==> src/sv/tsfu_pkg.sv <==
// ----------------------------------------------------------------------------
// Task signal flag unit package
// Shared constants, request and status codes, and the words of both channels.
// ----------------------------------------------------------------------------
`default_nettype none

package tsfu_pkg;

   localparam int NUM_TASKS    = 16;
   localparam int SIGNAL_COUNT = 27;

   localparam int TASK_W     = 4;
   localparam int FIELD_W    = 27;
   localparam int TASK_IDX_W = (NUM_TASKS > 1) ? $clog2(NUM_TASKS) : 1;
   localparam int USED_BITS  = (SIGNAL_COUNT < FIELD_W) ? SIGNAL_COUNT : FIELD_W;

   localparam logic [FIELD_W-1:0] SIG_MASK = FIELD_W'((64'd1 << USED_BITS) - 64'd1);

   localparam logic [2:0] REQ_ALLOC    = 3'd0;
   localparam logic [2:0] REQ_FREE     = 3'd1;
   localparam logic [2:0] REQ_SEND     = 3'd2;
   localparam logic [2:0] REQ_SEND_IRQ = 3'd3;
   localparam logic [2:0] REQ_WAIT     = 3'd4;

   localparam logic [1:0] ST_OK            = 2'd0;
   localparam logic [1:0] ST_NO_SIGNAL     = 2'd1;
   localparam logic [1:0] ST_NOT_ALLOCATED = 2'd2;

   typedef struct packed {
      logic [2:0]         req_type;
      logic [TASK_W-1:0]  task_id;
      logic [FIELD_W-1:0] signal_bits;
   } req_word_type;

   typedef struct packed {
      logic [FIELD_W-1:0] result_bits;
      logic [1:0]         status;
      logic               task_woken;
      logic               task_blocked;
      logic               switch_request;
   } rsp_word_type;

endpackage

`default_nettype wire

==> src/sv/tsfu_req_if.sv <==
// ----------------------------------------------------------------------------
// Request channel
// Valid/ready channel that carries one request word.
// ----------------------------------------------------------------------------
`default_nettype none

interface tsfu_req_if;
   logic                  valid;
   logic                  ready;
   tsfu_pkg::req_word_type data;

   modport source (output valid, output data, input ready);
   modport sink   (input valid, input data, output ready);
endinterface

`default_nettype wire

==> src/sv/tsfu_rsp_if.sv <==
// ----------------------------------------------------------------------------
// Response channel
// Valid/ready channel that carries one response word.
// ----------------------------------------------------------------------------
`default_nettype none

interface tsfu_rsp_if;
   logic                  valid;
   logic                  ready;
   tsfu_pkg::rsp_word_type data;

   modport source (output valid, output data, input ready);
   modport sink   (input valid, input data, output ready);
endinterface

`default_nettype wire

==> src/sv/task_signal_flag_unit.sv <==
// ----------------------------------------------------------------------------
// Task signal flag unit
// Keeps allocated, received and wait masks and a waiting flag for each task.
// ----------------------------------------------------------------------------
// A request word enters on req_if: alloc, free, send, send from interrupt or
// wait, for one task. Every request gives exactly one response word on
// rsp_if, in order.
// A request is held in an input register; from there the state of its task is
// read and updated, and the response is written to the output register.
// One request is taken in every cycle while the response side keeps up; the
// throughput is set by the single read-modify-write of the task's masks.
// When the receiver stalls, the response is held and the request behind it
// stays in the input register; req_if.ready falls only when both are full.
// Synchronous reset clears every mask and waiting flag and empties both
// registers; no request is lost across a stall.
// ----------------------------------------------------------------------------
`default_nettype none

module task_signal_flag_unit (
   input  wire logic  clock,
   input  wire logic  reset,
   tsfu_req_if.sink   req_if,
   tsfu_rsp_if.source rsp_if
);

   localparam int NT = tsfu_pkg::NUM_TASKS;
   localparam int FW = tsfu_pkg::FIELD_W;
   localparam int IW = tsfu_pkg::TASK_IDX_W;

   logic [FW-1:0] alloc_ff [NT];
   logic [FW-1:0] recv_ff  [NT];
   logic [FW-1:0] wait_ff  [NT];
   logic [NT-1:0] waiting_ff;

   logic                   req_valid_ff;
   tsfu_pkg::req_word_type req_word_ff;
   logic                   rsp_valid_ff;
   tsfu_pkg::rsp_word_type rsp_word_ff;

   logic                   advance;
   logic                   in_range;
   logic [IW-1:0]          idx;
   logic [FW-1:0]          sig;
   logic [FW-1:0]          cur_alloc, cur_recv, cur_wait;
   logic                   cur_waiting;
   logic [FW-1:0]          free_bits, one_bit, match;
   logic [FW-1:0]          alloc_in, recv_in, wait_in;
   logic                   waiting_in;
   tsfu_pkg::rsp_word_type rsp_word_in;

   assign advance       = req_valid_ff && (!rsp_valid_ff || rsp_if.ready);
   assign req_if.ready  = !req_valid_ff || advance;
   assign rsp_if.valid  = rsp_valid_ff;
   assign rsp_if.data   = rsp_word_ff;

   assign in_range    = (32'(req_word_ff.task_id) < NT);
   assign idx         = IW'(req_word_ff.task_id);
   assign sig         = req_word_ff.signal_bits & tsfu_pkg::SIG_MASK;
   assign cur_alloc   = alloc_ff[idx];
   assign cur_recv    = recv_ff[idx];
   assign cur_wait    = wait_ff[idx];
   assign cur_waiting = waiting_ff[idx];
   assign free_bits   = ~cur_alloc & tsfu_pkg::SIG_MASK;
   assign one_bit     = free_bits & (~free_bits + FW'(1));
   assign match       = sig & cur_recv;

   always_comb begin
      alloc_in    = cur_alloc;
      recv_in     = cur_recv;
      wait_in     = cur_wait;
      waiting_in  = cur_waiting;
      rsp_word_in = '0;
      if (in_range) begin
         case (req_word_ff.req_type)
            tsfu_pkg::REQ_ALLOC: begin
               if (free_bits == '0) begin
                  rsp_word_in.status = tsfu_pkg::ST_NO_SIGNAL;
               end else begin
                  alloc_in                = cur_alloc | one_bit;
                  recv_in                 = cur_recv & ~one_bit;
                  wait_in                 = cur_wait & ~one_bit;
                  rsp_word_in.result_bits = one_bit;
               end
            end
            tsfu_pkg::REQ_FREE: begin
               if ((cur_alloc & sig) == '0) begin
                  rsp_word_in.status = tsfu_pkg::ST_NOT_ALLOCATED;
               end
               alloc_in = cur_alloc & ~sig;
            end
            tsfu_pkg::REQ_SEND, tsfu_pkg::REQ_SEND_IRQ: begin
               recv_in = cur_recv | sig;
               if (cur_waiting && ((cur_wait & sig) != '0)) begin
                  waiting_in                 = 1'b0;
                  rsp_word_in.task_woken     = 1'b1;
                  rsp_word_in.switch_request =
                     (req_word_ff.req_type == tsfu_pkg::REQ_SEND);
               end
            end
            tsfu_pkg::REQ_WAIT: begin
               wait_in = sig;
               if (match == '0) begin
                  waiting_in                 = 1'b1;
                  rsp_word_in.task_blocked   = 1'b1;
                  rsp_word_in.switch_request = 1'b1;
               end else begin
                  recv_in                 = cur_recv & ~match;
                  waiting_in              = 1'b0;
                  rsp_word_in.result_bits = match;
               end
            end
            default: begin
               rsp_word_in = '0;
            end
         endcase
      end
   end

   always_ff @(posedge clock) begin
      if (reset) begin
         req_valid_ff <= 1'b0;
         rsp_valid_ff <= 1'b0;
         waiting_ff   <= '0;
         for (int i = 0; i < NT; i++) begin
            alloc_ff[i] <= '0;
            recv_ff[i]  <= '0;
            wait_ff[i]  <= '0;
         end
      end else begin
         if (req_if.ready) begin
            req_valid_ff <= req_if.valid;
         end
         if (advance) begin
            rsp_valid_ff <= 1'b1;
         end else if (rsp_if.ready) begin
            rsp_valid_ff <= 1'b0;
         end
         if (advance && in_range) begin
            alloc_ff[idx]   <= alloc_in;
            recv_ff[idx]    <= recv_in;
            wait_ff[idx]    <= wait_in;
            waiting_ff[idx] <= waiting_in;
         end
      end
   end

   always_ff @(posedge clock) begin
      if (req_if.valid && req_if.ready) begin
         req_word_ff <= req_if.data;
      end
      if (advance) begin
         rsp_word_ff <= rsp_word_in;
      end
   end

endmodule

`default_nettype wire

==> src/flat_wrapper.sv <==
// flat-port wrapper written by rule: the top's interface ports become plain ports
module task_signal_flag_unit_flat 
  (clock, reset, req_if_valid, req_if_data, req_if_ready, rsp_if_valid, rsp_if_data, rsp_if_ready);
  tsfu_req_if req_if_i ();
  tsfu_rsp_if rsp_if_i ();
  input  wire logic clock;
  input  wire logic reset;
  input wire logic [$bits(req_if_i.valid)-1:0] req_if_valid;
  input wire logic [$bits(req_if_i.data)-1:0] req_if_data;
  output wire logic [$bits(req_if_i.ready)-1:0] req_if_ready;
  output wire logic [$bits(rsp_if_i.valid)-1:0] rsp_if_valid;
  output wire logic [$bits(rsp_if_i.data)-1:0] rsp_if_data;
  input wire logic [$bits(rsp_if_i.ready)-1:0] rsp_if_ready;
  assign req_if_i.valid = req_if_valid;
  assign req_if_i.data = req_if_data;
  assign req_if_ready = req_if_i.ready;
  assign rsp_if_valid = rsp_if_i.valid;
  assign rsp_if_data = rsp_if_i.data;
  assign rsp_if_i.ready = rsp_if_ready;
  task_signal_flag_unit u_core (.clock(clock), .reset(reset), .req_if(req_if_i), .rsp_if(rsp_if_i));
endmodule
==> config.mk <==
export PLATFORM = sky130hd
export DESIGN_NAME = task_signal_flag_unit_flat
export DESIGN_NICKNAME = d
export VERILOG_FILES = /design/src/sv/tsfu_pkg.sv /design/src/sv/tsfu_req_if.sv /design/src/sv/tsfu_rsp_if.sv /design/src/sv/task_signal_flag_unit.sv /design/src/flat_wrapper.sv
export SDC_FILE = /design/constraint.sdc
export NUM_CORES = 2
export LEC_CHECK = 0
export BUFFER_PORTS_ARGS = -buffer_cell sky130_fd_sc_hd__buf_2
export CORE_MARGIN = 4
export CORE_UTILIZATION = 40
export CTS_BUF_LIST = sky130_fd_sc_hd__clkbuf_4 sky130_fd_sc_hd__clkbuf_8 sky130_fd_sc_hd__clkbuf_16
export DETAILED_ROUTE_END_ITERATION = 6
export PLACE_DENSITY = 0.53
export SLEW_MARGIN = 20
export SYNTH_ARGS = -nofsm -noshare
export SYNTH_HDL_FRONTEND = slang
export SYNTH_SLANG_ARGS = --single-unit
==> constraint.sdc <==
create_clock -name clock -period 5.3 [get_ports clock]
set_input_delay 0.53 -clock clock [delete_from_list [all_inputs] [get_ports clock]]
set_output_delay 0.53 -clock clock [all_outputs]
set_load 0.01 [all_outputs]
==> results.ini <==
[grt]
grt_pass1_vias=42378
grt_pass1_wl_um=340000
groute.usage.overall=0.298
gr-total-overflow=0
grt_antenna_before_repair=9
grt_max_degree=83

[final_layout]
drive_gt1_frac=0.208
syn2layout_area_growth_pct=15.2
fin_nets=4813
fillCellCount=13658
layout.cells.non_filler=6950

[cts]
clock_sinks=1384
clock_path_buffers=3
clk_latency_ns=0.82
cts_buffers=154
cts_root_buf=clkbuf_16
htreeDepth=4
path_clk_slew_ns=0.06
post_cts_buffers=0
cts_tree=yes

[timing]
period_share=0.892
tns_ns=0
maxSlewHeadroom=0.274
setup_viol=0
rsz0062_at_grt=no
worstMarginPinSlew_ns=1.09
min_period_ns=4.73
fin_skew_ns=0.0414
finalMaxSlewViolations=0
max_clock_freq_mhz=211
hold_ws_ns=0.248
finalHoldViolCount=0

[route]
viasPerCell=6.29
post-route-drc-count=3
drt-pass1-iter-count=7
drt_iter0_drc=7265
drt-total-wl_um=245000
final_antenna_net_count=0
wl_per_cell_um=35.3
dr_total_vias=43711

[die]
fp.dieH_um=403
io_pins=72
coreArea_mm2=0.155
initial_utilization=0.404
die-area_mm2=0.162
die_x_um=403
fp-row-count=144

[logic_synthesis]
synth_seq_cells=1384
yosys.cell_types.count=96
synthCells=4607
yosysMostFrequentCell=edfxtp_1
ys_warn_count=0
yosys-top-cells-area=edfxtp_1 66%, mux4_2 8.8%, nor2_1 8.0%
syn_nets=4645
synthFlopType=edfxtp_1
avgSynthCellArea_um2=13.5
yosys-top-cells-count=1362 x edfxtp_1, 1326 x nor2_1, 245 x mux4_2, 243 x nand2_1, 239 x clkbuf_1
netlist.area_leader.share=0.655
ys_async_sr_fraction=0
ys_seq_area_frac=0.662
synth-edff-count=1362
synth_top_area_cell=edfxtp_1
syn_area_mm2=0.0624

[hold_path]
hold_path_class=in2reg

[critical_path]
setup.worst_path.start_class=register
crit_required_ns=5.99
path_max_fanout=14
endpoint_kind=register
cp.arrival_ns=5.42
crit_type=reg2reg

[place]
place.gp.congestion=0.981
dp.final_hpwl_um=147000
portBuffers=71
dp.cells=6627

[pwr]
peakVddDrop_mv=0.318
p_leak_nw=26.0
p_per_area_mw_per_mm2=380
p_total_mw=27.3

[status]
violations=design-rule violations
status=finished with violations

[run]
drv_cap=0

[logic make-up (layout without fill, tap and decap cells)]
group | Yosys count | in the layout | share of synthesized area
AOI/OAI and AO/OA | 478 | 478 | 0.0566
buffers and inverters | 448 | 744 | 0.0351
xor gates and xnor gates | 1 | 1 | 0.000140
muxes | 474 | 474 | 0.127
other | 0 | 3 | 0
DFF | 1384 | 1384 | 0.662
and+or+nand+nor | 1822 | 1822 | 0.119
[routing by layer]
layer  vias up  global-route usage  part of all wire
li1      17424                   -                 -
met1     22715               0.424              0.40
met2      3039               0.443              0.44
met3       529              0.0696              0.12
met4         4               0.122             0.046
met5         -             0.00714           0.00011
[layout make-up]
| class | count | area, um^2 | share of cell area |
|---|---|---|---|
| flip-flops and latches | 1384 | 41400 | 0.575 |
| clock buffers | 191 | 4210 | 0.0585 |
| inverters | 47 | 178 | 0.00247 |
| diodes | 3 | 7.51 | 0.000104 |
| repair buffers | 413 | 3450 | 0.0480 |
| multi-input cells | 2775 | 19200 | 0.267 |
| clock inverters | 93 | 966 | 0.0134 |
| well taps | 2044 | 2560 | 0.0356 |
[what timing repair did]
| item | in CTS | in global routing |
|---|---|---|
| hold buffers | 36 | 0 |
| endpoints found under the setup margin | 0 | 0 |
| gates resized for setup | 0 | 0 |
| endpoints found under the hold margin | 38 | 0 |
[sequential cells by signal, summed over array words and instances, names as in the netlist, named ones only]
signal / count
u_core.recv_ff: 432
u_core.alloc_ff: 432
u_core.waiting_ff: 16
u_core.rsp_if.valid: 1
u_core.req_word_ff: 3
u_core.wait_ff: 432
u_core.req_valid_ff: 1
u_core.idx: 4
u_core.rsp_if.data: 32
u_core.sig: 27
[layout by cell type, fill, tap and decap left out, types with 54 or more instances in the layout]
master and n:
edfxtp_1 1362, nor2_1 1320, buf_4 271, mux4_2 245, nand2_1 232, mux2i_1 195, clkbuf_16 158, a22oi_1 98
buf_2 71, nor3_1 69, o21ai_0 67, a21oi_1 60, nand3_1 54
[where the power goes]
part / switching (mW) / leakage (nW) / internal [mW] / total, mW
logic: 2.56 / 9.14 / 1.13 / 3.68
clock network: 4.58 / 2.58 / 6.45 / 11.0
registers: 0.196 / 14.2 / 12.4 / 12.6
total: 7.33 / 26.0 / 20.0 / 27.3
[worst paths after layout]
check                     endpoint  cells after the start                  start  slack [ns]
max reg2reg  u_core.waiting_ff[11]                     11               register        0.57
min reg2reg  u_core.waiting_ff[14]                      2  u_core.waiting_ff[14]        0.48
min            u_core.rsp_if.valid                      2                  reset        0.25
max          u_core.waiting_ff[11]                     11               register        0.57
[per-stage QoR]
stage | util | worst slack (ns) | area, um^2
after global placement | 0.429 | 0.454 | 66400
after detailed placement | 0.429 | 0.751 | 66400
after CTS | 0.465 | 0.730 | 71900
after floorplan | - | 1.34 | 62400
final | 0.465 | 0.571 | 71900
after global routing | 0.465 | 0.438 | 71900
[critical path, cell delays in order (launching register included)]
cell and delay [ns]:
dfxtp_4 0.47, buf_4 0.34, buf_4 0.34, mux4_2 0.56, a222oi_1 0.73, a21oi_1 0.21
a2111oi_0 0.75, nand4_1 0.24, nor4_1 0.36, nor3_2 0.22, buf_4 0.24, o22ai_1 0.12
No activity file was read; power rests on OpenSTA's default activity.
